## src/hdl/kmp_stream_matcher_assert.svh

```systemverilog
// Assertion macros for the streaming pattern matcher.
// KMP_ASSERT checks an implication at the same clock edge; KMP_ASSERT_NEXT
// checks that a condition leads to a consequence at the following edge.
// Both expect clk_i and rst_ni to be visible where they are used.
`ifndef KMP_STREAM_MATCHER_ASSERT_SVH
`define KMP_STREAM_MATCHER_ASSERT_SVH

`ifndef SYNTH
`define KMP_ASSERT(lbl, ante, cons, msg) \
  lbl: assert property (@(posedge clk_i) disable iff (!rst_ni) (ante) |-> (cons)) \
    else $error(msg);
`define KMP_ASSERT_NEXT(lbl, ante, cons, msg) \
  lbl: assert property (@(posedge clk_i) disable iff (!rst_ni) (ante) |=> (cons)) \
    else $error(msg);
`else
`define KMP_ASSERT(lbl, ante, cons, msg)
`define KMP_ASSERT_NEXT(lbl, ante, cons, msg)
`endif

`endif

```

## src/hdl/kmp_pkg.sv

```systemverilog
`default_nettype none

package kmp_pkg;

  localparam int unsigned MAX_PATTERN = 64;
  localparam int unsigned IDX_W = (MAX_PATTERN > 1) ? $clog2(MAX_PATTERN) : 1;
  localparam int unsigned LEN_W = $clog2(MAX_PATTERN + 1);
  localparam int unsigned POS_W = 32;

  typedef enum logic [1:0] {
    FUNC_CLEAR    = 2'd0,
    FUNC_APPEND   = 2'd1,
    FUNC_NEW_TEXT = 2'd2,
    FUNC_TEXT     = 2'd3
  } func_e;

  // Write request into the row of pattern cells.
  typedef struct packed {
    logic             en;
    logic [IDX_W-1:0] idx;
    logic [7:0]       sym;
    logic [LEN_W-1:0] fail;
  } kmp_wr_t;

  // Read request: the pattern byte and the failure value are looked up at
  // separate cells.
  typedef struct packed {
    logic [IDX_W-1:0] sym_idx;
    logic [IDX_W-1:0] fail_idx;
  } kmp_rd_t;

endpackage

`default_nettype wire

```

## src/hdl/kmp_if.sv

```systemverilog
`default_nettype none

interface kmp_in_if;
  import kmp_pkg::*;

  logic       valid;
  logic       ready;
  logic [1:0] func;
  logic [7:0] symbol;

  modport source (output valid, func, symbol, input ready);
  modport sink   (input valid, func, symbol, output ready);
endinterface

interface kmp_out_if;
  import kmp_pkg::*;

  logic             valid;
  logic             ready;
  logic             match_found;
  logic [POS_W-1:0] match_start;
  logic             refused;

  modport source (output valid, match_found, match_start, refused, input ready);
  modport sink   (input valid, match_found, match_start, refused, output ready);
endinterface

`default_nettype wire

```

## src/hdl/kmp_cell.sv

```systemverilog
`default_nettype none

// One pattern position: holds its byte and its failure value. The read
// buses run through the row; a cell whose index is addressed ORs its own
// contents onto the bus it hands to its neighbour.
module kmp_cell (
  input  wire logic                    clk_i,
  input  wire logic [kmp_pkg::IDX_W-1:0] cell_idx_i,
  input  wire kmp_pkg::kmp_wr_t        wr_i,
  input  wire kmp_pkg::kmp_rd_t        rd_i,
  input  wire logic [7:0]              sym_chain_i,
  input  wire logic [kmp_pkg::LEN_W-1:0] fail_chain_i,
  output logic [7:0]                   sym_chain_o,
  output logic [kmp_pkg::LEN_W-1:0]    fail_chain_o
);
  import kmp_pkg::*;

  logic [7:0]       sym_q;
  logic [LEN_W-1:0] fail_q;

  always_ff @(posedge clk_i) begin
    if (wr_i.en && (wr_i.idx == cell_idx_i)) begin
      sym_q  <= wr_i.sym;
      fail_q <= wr_i.fail;
    end
  end

  assign sym_chain_o  = sym_chain_i  | ((rd_i.sym_idx == cell_idx_i) ? sym_q : 8'd0);
  assign fail_chain_o = fail_chain_i | ((rd_i.fail_idx == cell_idx_i) ? fail_q : '0);

endmodule

`default_nettype wire

```

## src/hdl/kmp_stream_matcher.sv

```systemverilog
// Streaming pattern matcher (Knuth-Morris-Pratt).
// Requests arrive on in_i (valid/ready, fields func and symbol); every
// accepted request yields exactly one response on out_o (match_found,
// match_start, refused), in order. func selects clear pattern, append a
// pattern byte, start a new text, or a text byte.
// Clear, start-new-text, the first pattern byte, a refused byte and a text
// byte against an empty pattern are answered at once: the response is
// registered at the accepting edge. Any other pattern or text byte goes
// to S_CHECK, which follows the failure links one at a time, because the
// pattern byte and failure value of the next prefix length come from a
// registered read of the cell row.
// Reset clears the pattern length, the match state, the text position and
// the response valid flag; the cell contents and the response payload are
// left as they are, and the cells are only read below the pattern length.
// A response waits in the output register while the receiver stalls; the
// next request is accepted in the same cycle the waiting response is taken.
`default_nettype none
`include "kmp_stream_matcher_assert.svh"

module kmp_stream_matcher (
  input  wire logic clk_i,
  input  wire logic rst_ni,
  kmp_in_if.sink    in_i,
  kmp_out_if.source out_o
);
  import kmp_pkg::*;

  typedef enum logic {
    S_IDLE,
    S_CHECK
  } state_e;

  // Control state.
  state_e           state_q, state_d;
  logic [LEN_W-1:0] len_q, len_d;         // pattern bytes held
  logic [LEN_W-1:0] bpl_q, bpl_d;         // failure value of the last byte
  logic [LEN_W-1:0] matched_q, matched_d; // prefix length matched in text
  logic [POS_W-1:0] pos_q, pos_d;         // text bytes seen, saturating
  logic             text_q, text_d;       // walk serves a text byte
  logic             out_valid_q, out_valid_d;

  // Working registers of the failure walk.
  logic [LEN_W-1:0] k_q, k_d;
  logic [7:0]       sym_q, sym_d;

  // Response payload.
  logic             found_q, found_d;
  logic [POS_W-1:0] start_q, start_d;
  logic             refused_q, refused_d;

  // Registered read data from the cell row, valid for k_q in S_CHECK.
  logic [7:0]       rd_sym_q;
  logic [LEN_W-1:0] rd_fail_q;

  kmp_wr_t wr;
  kmp_rd_t rd;
  logic    accept;
  logic    load_out;
  logic    walk;
  logic    hit;
  logic [LEN_W-1:0] kn;
  logic [POS_W-1:0] pos_inc;
  func_e   func;

  logic [7:0]       sym_chain  [MAX_PATTERN+1];
  logic [LEN_W-1:0] fail_chain [MAX_PATTERN+1];

  assign func        = func_e'(in_i.func);
  assign in_i.ready  = (state_q == S_IDLE) && (!out_valid_q || out_o.ready);
  assign accept      = in_i.valid && in_i.ready;

  assign out_o.valid       = out_valid_q;
  assign out_o.match_found = found_q;
  assign out_o.match_start = start_q;
  assign out_o.refused     = refused_q;

  // Comparison of the current prefix length against the stored byte.
  assign walk = (k_q != '0) && (k_q < LEN_W'(MAX_PATTERN)) && (rd_sym_q != sym_q);
  assign hit  = (k_q < LEN_W'(MAX_PATTERN)) && (rd_sym_q == sym_q);
  assign kn   = hit ? (k_q + LEN_W'(1)) : k_q;

  assign pos_inc = (pos_q == {POS_W{1'b1}}) ? pos_q : (pos_q + POS_W'(1));

  always_comb begin
    state_d   = state_q;
    len_d     = len_q;
    bpl_d     = bpl_q;
    matched_d = matched_q;
    pos_d     = pos_q;
    text_d    = text_q;
    k_d       = k_q;
    sym_d     = sym_q;
    load_out  = 1'b0;
    found_d   = 1'b0;
    start_d   = '0;
    refused_d = 1'b0;
    wr.en     = 1'b0;
    wr.idx    = len_q[IDX_W-1:0];
    wr.sym    = sym_q;
    wr.fail   = kn;

    unique case (state_q)
      S_IDLE: begin
        if (accept) begin
          sym_d = in_i.symbol;
          unique case (func)
            FUNC_CLEAR: begin
              len_d     = '0;
              bpl_d     = '0;
              matched_d = '0;
              load_out  = 1'b1;
            end
            FUNC_APPEND: begin
              if (len_q >= LEN_W'(MAX_PATTERN)) begin
                refused_d = 1'b1;
                load_out  = 1'b1;
              end else if (len_q == '0) begin
                // The first byte has no proper prefix to extend.
                wr.en    = 1'b1;
                wr.sym   = in_i.symbol;
                wr.fail  = '0;
                bpl_d    = '0;
                len_d    = LEN_W'(1);
                load_out = 1'b1;
              end else begin
                k_d     = bpl_q;
                text_d  = 1'b0;
                state_d = S_CHECK;
              end
            end
            FUNC_NEW_TEXT: begin
              matched_d = '0;
              pos_d     = '0;
              load_out  = 1'b1;
            end
            FUNC_TEXT: begin
              if (len_q == '0) begin
                pos_d    = pos_inc;
                load_out = 1'b1;
              end else begin
                k_d     = matched_q;
                text_d  = 1'b1;
                state_d = S_CHECK;
              end
            end
            default: ;
          endcase
        end
      end
      S_CHECK: begin
        if (walk) begin
          k_d = rd_fail_q;
        end else if (!text_q) begin
          wr.en    = 1'b1;
          bpl_d    = kn;
          len_d    = len_q + LEN_W'(1);
          load_out = 1'b1;
          state_d  = S_IDLE;
        end else begin
          if (kn >= len_q) begin
            // Complete occurrence: report it and fall back along the
            // failure link of the last pattern byte.
            found_d   = 1'b1;
            start_d   = pos_q - (POS_W'(len_q) - POS_W'(1));
            matched_d = bpl_q;
          end else begin
            matched_d = kn;
          end
          pos_d    = pos_inc;
          load_out = 1'b1;
          state_d  = S_IDLE;
        end
      end
      default: state_d = S_IDLE;
    endcase

    out_valid_d = (out_valid_q && !out_o.ready) || load_out;
  end

  // The cell row is read at the prefix length of the next cycle.
  assign rd.sym_idx  = k_d[IDX_W-1:0];
  assign rd.fail_idx = IDX_W'(k_d - LEN_W'(1));

  assign sym_chain[0]  = 8'd0;
  assign fail_chain[0] = '0;

  for (genvar i = 0; i < MAX_PATTERN; i++) begin : g_cell
    kmp_cell u_cell (
      .clk_i        (clk_i),
      .cell_idx_i   (IDX_W'(i)),
      .wr_i         (wr),
      .rd_i         (rd),
      .sym_chain_i  (sym_chain[i]),
      .fail_chain_i (fail_chain[i]),
      .sym_chain_o  (sym_chain[i+1]),
      .fail_chain_o (fail_chain[i+1])
    );
  end

  always_ff @(posedge clk_i or negedge rst_ni) begin
    if (!rst_ni) begin
      state_q     <= S_IDLE;
      len_q       <= '0;
      bpl_q       <= '0;
      matched_q   <= '0;
      pos_q       <= '0;
      text_q      <= 1'b0;
      out_valid_q <= 1'b0;
    end else begin
      state_q     <= state_d;
      len_q       <= len_d;
      bpl_q       <= bpl_d;
      matched_q   <= matched_d;
      pos_q       <= pos_d;
      text_q      <= text_d;
      out_valid_q <= out_valid_d;
    end
  end

  always_ff @(posedge clk_i) begin
    k_q       <= k_d;
    sym_q     <= sym_d;
    rd_sym_q  <= sym_chain[MAX_PATTERN];
    rd_fail_q <= fail_chain[MAX_PATTERN];
    if (load_out) begin
      found_q   <= found_d;
      start_q   <= start_d;
      refused_q <= refused_d;
    end
  end

  // A response never both reports a match and a refused pattern byte.
  `KMP_ASSERT(a_found_refused_excl, out_valid_q, !(found_q && refused_q), "match and refusal together")
  // The walk only ever looks at prefixes shorter than the pattern.
  `KMP_ASSERT(a_walk_in_pattern, state_q == S_CHECK, k_q < len_q, "walk beyond pattern length")
  // With no pattern there can be no partial match and no build state.
  `KMP_ASSERT(a_empty_pattern, len_q == '0, (bpl_q == '0) && (matched_q == '0), "stale match state")
  // A finished walk always leaves a response waiting.
  `KMP_ASSERT_NEXT(a_walk_responds, (state_q == S_CHECK) && !walk, out_valid_q && (state_q == S_IDLE), "walk ended without response")

endmodule

`default_nettype wire

```

## src/flat_wrapper.sv

```systemverilog
// flat-port wrapper written by rule: the top's interface ports become plain ports
module kmp_stream_matcher_flat import kmp_pkg::*;
  (clk_i, rst_ni, in_i_valid, in_i_func, in_i_symbol, in_i_ready, out_o_valid, out_o_match_found, out_o_match_start, out_o_refused, out_o_ready);
  kmp_in_if in_i_i ();
  kmp_out_if out_o_i ();
  input  wire logic clk_i;
  input  wire logic rst_ni;
  input wire logic [$bits(in_i_i.valid)-1:0] in_i_valid;
  input wire logic [$bits(in_i_i.func)-1:0] in_i_func;
  input wire logic [$bits(in_i_i.symbol)-1:0] in_i_symbol;
  output wire logic [$bits(in_i_i.ready)-1:0] in_i_ready;
  output wire logic [$bits(out_o_i.valid)-1:0] out_o_valid;
  output wire logic [$bits(out_o_i.match_found)-1:0] out_o_match_found;
  output wire logic [$bits(out_o_i.match_start)-1:0] out_o_match_start;
  output wire logic [$bits(out_o_i.refused)-1:0] out_o_refused;
  input wire logic [$bits(out_o_i.ready)-1:0] out_o_ready;
  assign in_i_i.valid = in_i_valid;
  assign in_i_i.func = in_i_func;
  assign in_i_i.symbol = in_i_symbol;
  assign in_i_ready = in_i_i.ready;
  assign out_o_valid = out_o_i.valid;
  assign out_o_match_found = out_o_i.match_found;
  assign out_o_match_start = out_o_i.match_start;
  assign out_o_refused = out_o_i.refused;
  assign out_o_i.ready = out_o_ready;
  kmp_stream_matcher u_core (.clk_i(clk_i), .rst_ni(rst_ni), .in_i(in_i_i), .out_o(out_o_i));
endmodule
```

## config.mk

```make
export PLATFORM = sky130hd
export DESIGN_NAME = kmp_stream_matcher_flat
export DESIGN_NICKNAME = d
export VERILOG_FILES = /design/src/hdl/kmp_pkg.sv /design/src/hdl/kmp_if.sv /design/src/hdl/kmp_cell.sv /design/src/hdl/kmp_stream_matcher.sv /design/src/flat_wrapper.sv
export VERILOG_INCLUDE_DIRS = /design/src /design/src/hdl
export SDC_FILE = /design/constraint.sdc
export NUM_CORES = 1
export LEC_CHECK = 0
export ABC_AREA = 1
export ABC_CLOCK_PERIOD_IN_PS = 4150
export BUFFER_PORTS_ARGS = -buffer_cell sky130_fd_sc_hd__buf_4
export CAP_MARGIN = 20
export CORE_MARGIN = 5
export CORE_UTILIZATION = 35
export CTS_CLUSTER_SIZE = 14
export DETAILED_ROUTE_END_ITERATION = 10
export PLACE_DENSITY_LB_ADDON = 0.3
export SLEW_MARGIN = 20
export SYNTH_ARGS = -nofsm -noshare
export SYNTH_HDL_FRONTEND = slang
export SYNTH_SLANG_ARGS = --single-unit
```

## constraint.sdc

```tcl
create_clock -name clk_i -period 4.15 [get_ports clk_i]
set_clock_uncertainty 0.2 [all_clocks]
set_input_delay 0.415 -clock clk_i [delete_from_list [all_inputs] [get_ports clk_i]]
set_output_delay 0.415 -clock clk_i [all_outputs]
set_load 0.01 [all_outputs]
```

==> results of run 1 <==
==> power groups by stage <==
stage / combinational [W] / clock, W / sequential (W)
2_1_floorplan: 0.00391 / 0 / 0.0136
3_3_place_gp: 0.00718 / 0 / 0.0136
3_5_place_dp: 0.00718 / 0 / 0.0136
4_1_cts: 0.00722 / 0.00998 / 0.0133
5_1_grt: 0.00781 / 0.0105 / 0.0134
6_report: 0.00728 / 0.00980 / 0.0133
==> worst max-delay path, stage by stage, from the launching register on <==
cell     delay [ps]
dfrtp_1         410
inv_1           180
ha_1            280
nand3_1         220
nand3_2         170
o22ai_1         100
nand2_1         140
nand3_2         160
nand2_1         180
inv_2            90
nand2_2         300
nor2_2           90
buf_4           230
nand2_1          90
nand4_1         150
nor2_1          380
nand3_1         270
nor2_1          190
nand2_1          60
==> layer usage <==
| layer | wire length (um) | track usage | vias up |
|---|---|---|---|
| li1 | - | - | 13500 |
| met1 | 55200 | 0.263 | 14300 |
| met2 | 58600 | 0.299 | 1000 |
| met3 | 9460 | 0.0386 | 205 |
| met4 | 4320 | 0.0609 | 0 |
| met5 | 0 | 0 | - |
==> kinds of logic after synthesis <==
logic type | count (synthesis)
adder cells (fa/ha/maj) | 47
XOR/XNOR | 24
AO/OA/AOI/OAI | 240
multiplexers | 5
AND/OR/NAND/NOR | 2026
flip-flops | 1080
buffers and inverters | 286
==> sequential cells by signal, indices dropped and copies added (netlist names), 7 cells and up <==
signal,cells
u_core.bpl_q,7
u_core.g_cell.u_cell.fail_q,448
u_core.g_cell.u_cell.sym_q,512
u_core.k_q,7
u_core.len_q,7
u_core.matched_q,7
u_core.out_o.match_start,32
u_core.pos_q,32
u_core.rd_fail_q,7
u_core.rd_sym_q,8
u_core.sym_q,8
==> how the worst max path moves through the flow <==
stage | from | endpoint | slack [ps] | depth (start not counted)
after detailed placement | u_core.len_q[1] | u_core.rd_sym_q[2] | 110 | 20
final | u_core.len_q[1] | u_core.rd_fail_q[4] | 190 | 18
after floorplan | u_core.len_q[0] | u_core.g_cell[0].u_cell.sym_q[0] | -120 | 8
after CTS | u_core.len_q[1] | u_core.rd_sym_q[2] | 90 | 20
after global routing | u_core.len_q[1] | u_core.out_o.match_start[22] | 3 | 17
after global placement | u_core.len_q[1] | u_core.rd_sym_q[2] | 170 | 20
==> final cells by class <==
class                   count  share of cell area
clock buffers             131              0.0558
multi-input cells        2342               0.218
clock inverters            76              0.0137
well taps                1650              0.0401
flip-flops and latches   1080               0.621
repair buffers            234              0.0367
inverters                 205              0.0150
==> cells in the mapped netlist, types with 6 or more instances <==
cell         n
inv_2       15
nor2_1     354
a21oi_1    114
clkbuf_1    10
nand2_1   1154
o21ai_0     66
nor2_4      21
o22ai_1     18
xnor2_1      8
xor2_1      16
edfxtp_1  1003
buf_2       61
dfrtp_1     56
ha_1        46
nand4_1    163
nand3_1    189
buf_4        6
nor3_1      37
o21a_1      12
nor2_2      53
inv_1      186
nand2_2     21
dfxtp_1     21
==> timing repair <==
action / in CTS / in global routing
setup endpoints to repair: 0 / 38
hold buffers: 12 / 0
resized for setup: 0 / 21
endpoints found under the hold margin: 66 / 0
==> through the flow <==
step                area, um2   util  cells  power [W]
floorplan               44200      -   3708     0.0175
global placement        47700  0.380   5499     0.0207
detailed placement      47700  0.380   5499     0.0207
CTS                     51400  0.409   5718     0.0305
global route            51500  0.410   5718     0.0316
finish                  51500  0.410   5718     0.0304
==> results by group, run 1 <==
Outcome
  • Run status: finished, final reports clean

STA
  • Tightest Pin Transition: 957 ps
  • Slew HR: 0.360
  • FMAX: 0.253 GHz
  • RSZ-0062 raised after global routing: false
  • Final Hold Slack: 74.7 ps
  • Max Slew Vio Count: 0
  • Worst setup margin: 190 ps
  • Setup_tns: 0 ps
  • Final worst-path cycle share: 0.954
  • Final Hold Vio Count: 0
  • Tmin final: 3960 ps
  • Setup violations, final: 0

Flow run
  • # Max-Cap Violations: 0

Synthesis
  • Post-synthesis simple-gate area fraction: 0.200
  • Synth Area in Adders: 0.0135
  • Main combinational cell family by area after synthesis: simple AND/OR/NAND/NOR gates
  • Prevailing post-synth register cell: edfxtp_1
  • Async S/R FF share, synth: 0.0519
  • Area contributors post-synth: edfxtp_1 (68%), nand2_1 (9.8%), dfrtp_1 (3.2%)
  • Syn Inst Count: 3708
  • Post-Syn Nets: 3769
  • Syn avg cell area: 11.9 um2
  • Yosys top cell by area: edfxtp_1
  • YS warnings: 0
  • Post-Synthesis Cell Area: 44200 um2
  • Register area share after synthesis: 0.723
  • EDFF count, synth: 1003
  • Synth cell types: 54
  • Synth Area in Compound Gates: 0.0306
  • Synth Area in XOR/XNOR: 0.00476
  • #FFs+latches synth: 1080
  • Post-synth top area share: 0.681
  • Mux cell area share after synthesis: 0.00127

Min path
  • Tightest Hold Check Type: in2reg
  • Hold endpoint: u_core.len_q[0]
  • Hold Startpoint: in_i_func[1]
  • Hold path depth: 6

Critical path
  • CP Capture Type: flop
  • Reg-to-Reg Start: u_core.len_q[1]
  • R2r endpoint: u_core.rd_fail_q[4]
  • Setup crit start kind: flop
  • Crit Path Category: reg2reg
  • Worst Path Max Fanout: 15
  • CP required: 4570 ps
  • R2r worst-path depth: 18
  • Worst path arrival time: 4380 ps
  • R2r setup slk: 190 ps

Power and ir drop
  • Max rail drop VDD: 0.406 mV
  • Flop pwr share: 0.439
  • Pwr dens: 591 nW/um2
  • Int Pwr: 0.0206 W
  • Clock power frac: 0.322
  • Leak: 18.6 nW
  • Comb pwr share: 0.239
  • Net switching power: 0.00983 W
  • Sw frac: 0.323

CTS
  • CTS Buf Count: 110
  • Clk_lat worst skew: 720 ps
  • Clock Sinks: 1080
  • TritonCTS clock tree: done
  • Clock transition at the registers of the reported paths: 60 ps
  • Clock tree buffer depth: 3
  • # H-tree levels: 3
  • CTS Root Cell: clkbuf_16
  • Setup Fix Bufs, Post-CTS: 0

Place
  • Pre-CTS setup slack: 114 ps
  • IO Port Bufs: 49
  • Gp weighted congestion: 0.934
  • HPWL after DPL: 84.3 mm

Global routing
  • GRT Overall Usage: 0.189
  • Grt ovf: 0
  • Largest net degree at the start of global routing: 65
  • Antenna violations before repair: 0
  • Vias in the first global route: 27300
  • First-pass GRT wire length: 186 mm

Drt
  • Drt wl/cell: 22.3 um
  • Post-DRT Antenna Nets: 0
  • Final wirelength: 128 mm
  • DRT iter0 DRCs: 3023
  • Drt drc: 0
  • Drt pass-1 iters: 6
  • Via Count: 29000
  • Via density: 5.06

Floorplanning
  • Initial Util: 0.352
  • Rows: 130
  • Die X: 365 um
  • CORE AREA: 126000 um2
  • I/O pin total: 50
  • Die Ht: 365 um
  • Die area: 133000 um2

Final layout
  • Area of the multi-input gates: 11200 um2
  • Synth-to-Final Area Change: 16.4%
  • Antenna diodes: 0
  • Commonest non-fill, non-tap cell in the layout: nand2_1
  • Register area: 31900 um2
  • Final net count: 4034
  • Commonest cells after routing, fill and taps aside: nand2_1 (1152), edfxtp_1 (1003), nor2_1 (344), buf_4 (214), nand3_1 (188)
  • Share of layout cells above drive strength 1: 0.133
  • Number of filler cells placed in the layout: 11800
(Power assumes the default switching activity.)
==> run 2, diff against run 1 <==
--- a/config.mk
+++ b/config.mk
@@ -14,7 +14,7 @@
 export CORE_UTILIZATION = 35
 export CTS_CLUSTER_SIZE = 14
 export DETAILED_ROUTE_END_ITERATION = 10
-export PLACE_DENSITY_LB_ADDON = 0.3
+export PLACE_DENSITY = 0.52
 export SLEW_MARGIN = 20
 export SYNTH_ARGS = -nofsm -noshare
 export SYNTH_HDL_FRONTEND = slang
==> results by group, run 2 (synthesis gave the netlist of run 1 again) <==
Final layout
  • Number of filler cells placed in the layout: 12000
  • Area of the multi-input gates: 11300 um2
  • Reg with most FFs: u_core.g_cell.u_cell.sym_q
  • Commonest non-fill, non-tap cell in the layout: nand2_1
  • Synth-to-Final Area Change: 17.6%
  • Register area: 31900 um2
  • Final instance area: 52000 um2
  • Share of layout cells above drive strength 1: 0.144
  • Antenna diodes: 0
  • Final net count: 4088
  • Regs by FF count: u_core.g_cell.u_cell.sym_q (512), u_core.g_cell.u_cell.fail_q (448)
  • Commonest cells after routing, fill and taps aside: nand2_1 (1154), edfxtp_1 (1003), nor2_1 (339), buf_4 (265), nand3_1 (187)
  • Max reg flops: 512

Drt
  • Via density: 5.02
  • DRT iter0 DRCs: 3067
  • Drt pass-1 iters: 6
  • Final wirelength: 132 mm
  • Drt drc: 0
  • Post-DRT Antenna Nets: 0
  • Drt wl/cell: 22.9 um
  • Via Count: 28900

Floorplanning
  • I/O pin total: 50
  • CORE AREA: 126000 um2
  • Die X: 365 um
  • Initial Util: 0.352
  • Die Ht: 365 um
  • Die area: 133000 um2
  • Rows: 130

STA
  • RSZ-0062 raised after global routing: true
  • Setup violations, final: 0
  • Tmin final: 4100 ps
  • Slew HR: 0.264
  • Final worst-path cycle share: 0.987
  • FMAX: 0.244 GHz
  • Tightest Pin Transition: 1100 ps
  • Setup_tns: 0 ps
  • Final Hold Vio Count: 0
  • Max Slew Vio Count: 0

CTS
  • # H-tree levels: 3
  • CTS Root Cell: clkbuf_16
  • Clock tree buffer depth: 3
  • TritonCTS clock tree: done
  • Clk_lat worst skew: 730 ps
  • CTS Buf Count: 112
  • Clock transition at the registers of the reported paths: 60 ps
  • Clock Sinks: 1080

Place
  • HPWL after DPL: 88.0 mm
  • Gp weighted congestion: 0.927
  • IO Port Bufs: 49
  • Placed Area: 48100 um2

Min path
  • Tightest Hold Check Type: in2async

Critical path
  • Setup crit start kind: flop
  • CP required: 4560 ps
  • Worst path arrival time: 4510 ps
  • Critical Path Slowest Stage Cell: dfrtp_1
  • Crit-path cells: inv_1 -> ha_2 -> nand2_2 -> inv_2 -> nand2_2 -> nand2_2 -> o22ai_1 -> nand2_1 -> nand3_2 -> nand2_1 -> inv_2 -> nand2_2 -> nor2_4 -> buf_4 -> nand2_1 -> nand4_1 -> nor2_2 -> nand3_2 -> nor2_1 -> nand2_1
  • Critical Path Max Stage Delay: 410 ps
  • CP Capture Type: flop
  • R2r setup slk: 50 ps
  • Worst Path Max Fanout: 11
  • Crit Path Category: reg2reg

Power and ir drop
  • Pwr Total: 0.0311 W
  • Max rail drop VDD: 0.389 mV
  • Leak: 18.9 nW
  • Pwr dens: 598 nW/um2

Global routing
  • Grt ovf: 0
  • Vias in the first global route: 27400
  • Largest net degree at the start of global routing: 65
  • GRT Overall Usage: 0.196
  • First-pass GRT wire length: 190 mm
  • Antenna violations before repair: 1

Outcome
  • Run status: finished, final reports clean

Flow run
  • # Max-Cap Violations: 0
==> run 2: layer usage <==
metal / wire (um) / up-vias / global-route usage
met3: 9500 / 201 / 0.0386
met5: 0 / - / 0
met2: 59500 / 976 / 0.306
met1: 59000 / 14200 / 0.279
li1: - / 13600 / -
met4: 4160 / 0 / 0.0585
==> run 2: critical path, delay by kind of cell (launching register included) <==
kind	cells	cell delay, ps
compound gates	1	90
fa+ha+maj	1	280
buf+inv	4	560
flops	1	410
simple gates	14	2390
==> run 2: area by class of cell <==
cell class                 instances  area share
multi-input combinational       2342       0.218
timing repair buffer             286      0.0439
inverter                         205      0.0149
clock buffer                     136      0.0565
clock inverter                    70      0.0129
sequential                      1080       0.614
tap                             1650      0.0397
==> run 2: timing repair <==
item                       4_1_cts  5_1_grt
resized for setup                5       37
hold endpoints to repair        70        0
pin swaps                        0        0
hold buffers                    12        0
buffers inserted                 0        0
setup endpoints to repair        2       46
==> run 2: final timing paths <==
path / to / start / depth (start not counted)
worst max-delay path: u_core.rd_sym_q[7] / u_core.len_q[1] / 20
worst min-delay path: u_core.pos_q[7] / rst_ni / 2
worst max register to register: u_core.rd_sym_q[7] / u_core.len_q[1] / 20
worst min register to register: u_core.pos_q[21] / u_core.pos_q[21] / 1
max in group asynchronous: u_core.matched_q[6] / rst_ni / 2
min in group clk_i: u_core.text_q / in_i_func[1] / 5
==> run 2: power by group <==
group          internal (W)  total, W  switching [W]
Clock               0.00561   0.00990        0.00429
Sequential           0.0131    0.0133       0.000213
Combinational       0.00216   0.00786        0.00571
==> run 2: metrics by stage <==
stage               setup WS, ps   util  hold slack (ps)  cells
floorplan                   -118      -            -80.6   3708
global placement            -244  0.383              313   5551
detailed placement          -266  0.383              322   5551
CTS                         12.8  0.413             49.8   5769
global route               -40.1  0.414              104   5769
finish                      53.7  0.414             99.9   5769
==> run 3, diff against run 2 <==
--- a/config.mk
+++ b/config.mk
@@ -6,14 +6,14 @@
 export SDC_FILE = /design/constraint.sdc
 export NUM_CORES = 1
 export LEC_CHECK = 0
-export ABC_AREA = 1
 export ABC_CLOCK_PERIOD_IN_PS = 4150
-export BUFFER_PORTS_ARGS = -buffer_cell sky130_fd_sc_hd__buf_4
 export CAP_MARGIN = 20
 export CORE_MARGIN = 5
 export CORE_UTILIZATION = 35
 export CTS_CLUSTER_SIZE = 14
 export DETAILED_ROUTE_END_ITERATION = 10
+export DONT_BUFFER_PORTS = 1
+export MAX_ROUTING_LAYER = met4
 export PLACE_DENSITY = 0.52
 export SLEW_MARGIN = 20
 export SYNTH_ARGS = -nofsm -noshare
==> results by group, run 3 <==
STA
  • Final worst-path cycle share: 1.11
  • Tightest Pin Transition: 1150 ps
  • Slew HR: 0.233
  • Tmin final: 4600 ps
  • Max Slew Vio Count: 0
  • Final Hold Vio Count: 0
  • FMAX: 0.217 GHz
  • Final Hold Slack: 36.0 ps
  • RSZ-0062 raised after global routing: true
  • Worst setup margin: -449 ps
  • Setup violations, final: 15

Final layout
  • Share of layout cells above drive strength 1: 0.361
  • Regs by FF count: u_core.g_cell.u_cell.sym_q (512), u_core.g_cell.u_cell.fail_q (448)
  • Fin cells: 5339
  • Area of the multi-input gates: 12400 um2
  • Max reg flops: 512
  • Register area: 31900 um2
  • Commonest non-fill, non-tap cell in the layout: edfxtp_1
  • Final net count: 3671
  • Number of filler cells placed in the layout: 10500
  • Synth-to-Final Area Change: 35.8%
  • Commonest cells after routing, fill and taps aside: edfxtp_1 (1003), buf_4 (616), a22oi_1 (190), nand2_1 (184), buf_12 (133)
  • Reg with most FFs: u_core.g_cell.u_cell.sym_q
  • Layout Utilization: 0.479

Critical path
  • CP Capture Type: flop
  • CP required: 4550 ps
  • Critical Path Slowest Stage Cell: or4b_4
  • Crit-path cells: inv_2 -> ha_4 -> or4b_4 -> o21ai_4 -> buf_6 -> nor3_2 -> o31ai_4 -> buf_4 -> a21oi_4 -> buf_12 -> buf_4 -> and3_4 -> a22oi_2 -> nand4_1 -> or3_4 -> or4_4
  • Worst path arrival time: 5000 ps
  • Worst Path Max Fanout: 8
  • Most Frequent Cell on Critical Path: buf_4
  • Cell family with most CP delay: simple AND/OR/NAND/NOR gates
  • CP bufs+invs: 5
  • Setup crit start kind: flop
  • Critical Path Max Stage Delay: 500 ps
  • Crit Path Category: reg2reg

Global routing
  • Antenna violations before repair: 9
  • GRT Overall Usage: 0.302
  • First-pass GRT wire length: 263 mm
  • Grt ovf: 0
  • Vias in the first global route: 31200
  • Largest net degree at the start of global routing: 65

Outcome
  • Run status: complete, but fails checks
  • Violations in the final reports: negative setup slack

CTS
  • CTS Buf Count: 112
  • Clock tree buffer depth: 3
  • Clk_lat worst skew: 740 ps
  • # H-tree levels: 3
  • Clock Sinks: 1080
  • CTS Root Cell: clkbuf_16
  • Clock transition at the registers of the reported paths: 70 ps
  • TritonCTS clock tree: done

Floorplanning
  • Die Ht: 361 um
  • Die area: 130000 um2
  • I/O pin total: 50
  • CORE AREA: 122000 um2
  • Rows: 128
  • Initial Util: 0.353
  • Die X: 361 um

Synthesis
  • Top-count cell post-synth: edfxtp_1
  • Synth Area in Compound Gates: 0.118
  • Prevailing post-synth register cell: edfxtp_1
  • EDFF count, synth: 1003
  • Area contributors post-synth: edfxtp_1 (70%), a22oi_1 (3.9%), dfrtp_1 (3.3%)
  • Syn avg cell area: 15.3 um2
  • Yosys top cell by area: edfxtp_1
  • Post-Synthesis Cell Area: 43100 um2
  • Post-synthesis simple-gate area fraction: 0.0845
  • Synth Area in Adders: 0.0138
  • Mux cell area share after synthesis: 0.00953
  • Register area share after synthesis: 0.742
  • Async S/R FF share, synth: 0.0519
  • Synth cell count leaders: edfxtp_1 (1003), a22oi_1 (223), nand2_1 (187)
  • Main combinational cell family by area after synthesis: compound AO/OA/AOI/OAI gates
  • #FFs+latches synth: 1080
  • Synth cell types: 91
  • Post-synth top area share: 0.700
  • YS warnings: 0
  • Syn Inst Count: 2806
  • Post-Syn Nets: 2867
  • Synth Area in XOR/XNOR: 0.0155

Drt
  • Drt drc: 0
  • Post-DRT Antenna Nets: 0
  • DRT iter0 DRCs: 5025
  • Via density: 6.13
  • Drt wl/cell: 37.0 um
  • Drt pass-1 iters: 6
  • Final wirelength: 198 mm
  • Via Count: 32700

Min path
  • Tightest Hold Check Type: in2async

Power and ir drop
  • Pwr dens: 671 nW/um2
  • Leak: 20.7 nW
  • Max rail drop VDD: 0.443 mV

Place
  • IO Port Bufs: 0
  • Post-placement cell count: 4991
  • HPWL after DPL: 133 mm
  • Gp weighted congestion: 1.02

Flow run
  • # Max-Cap Violations: 0
-- run 3: logic make-up (layout without fill, tap and decap cells) --
| group | Yosys count | count (layout) |
|---|---|---|
| AND/OR/NAND/NOR | 733 | 734 |
| multiplexers | 38 | 38 |
| other | 0 | 5 |
| AO/OA/AOI/OAI | 657 | 657 |
| buffers and inverters | 175 | 1077 |
| XOR/XNOR | 76 | 76 |
| flip-flops | 1080 | 1080 |
| adder cells (fa/ha/maj) | 47 | 47 |
-- run 3: layout make-up --
type                    count  area share
clock buffers             158      0.0533
repair buffers            822       0.139
well taps                1625      0.0348
inverters                  42     0.00276
diodes                      5    0.000214
flip-flops and latches   1080       0.547
clock inverters            55      0.0104
multi-input cells        1552       0.213
-- run 3: final timing paths --
path / slack (ps) / depth (start not counted) / from / to
max: -450 / 16 / u_core.len_q[0] / u_core.rd_sym_q[4]
min: 40 / 2 / rst_ni / u_core.state_q
max reg2reg: -450 / 16 / u_core.len_q[0] / u_core.rd_sym_q[4]
min reg2reg: 300 / 2 / u_core.matched_q[3] / u_core.matched_q[3]
max in group asynchronous: 3360 / 2 / rst_ni / u_core.pos_q[8]
min in group clk_i: 60 / 4 / in_i_func[1] / u_core.len_q[5]
-- run 3: through the flow --
| step | setup TNS, ps | instance area, um2 | total power (W) | worst slack [ps] |
|---|---|---|---|---|
| floorplan | 0 | 43100 | 0.0188 | 16.2 |
| global placement | -14460 | 51700 | 0.0265 | -1090 |
| detailed placement | -13940 | 51700 | 0.0266 | -1010 |
| CTS | -3150 | 57700 | 0.0383 | -320 |
| global route | -5980 | 58400 | 0.0402 | -520 |
| finish | -4670 | 58500 | 0.0392 | -449 |
-- run 3: where the power goes --
group          total (W)  internal (W)  switching, W
clock network     0.0102       0.00582       0.00440
logic             0.0154       0.00628       0.00908
registers         0.0136        0.0132      0.000430
total             0.0392        0.0253        0.0139
-- run 3: per-layer routing --
layer,global-route usage,up-vias,share of wire
met5,-,-,0
met4,0.150,0,0.064
met3,0.0846,555,0.13
met2,0.442,2456,0.43
met1,0.386,16800,0.37
li1,-,12900,-
-- run 3: repair_timing --
| item | in CTS | in global routing |
|---|---|---|
| gates cloned | 2 | 2 |
| resized for setup | 295 | 89 |
| pin swaps | 112 | 74 |
| hold endpoints to repair | 105 | 0 |
| hold buffers | 13 | 0 |
| endpoints found under the setup margin | 48 | 57 |
| setup buffers | 87 | 30 |
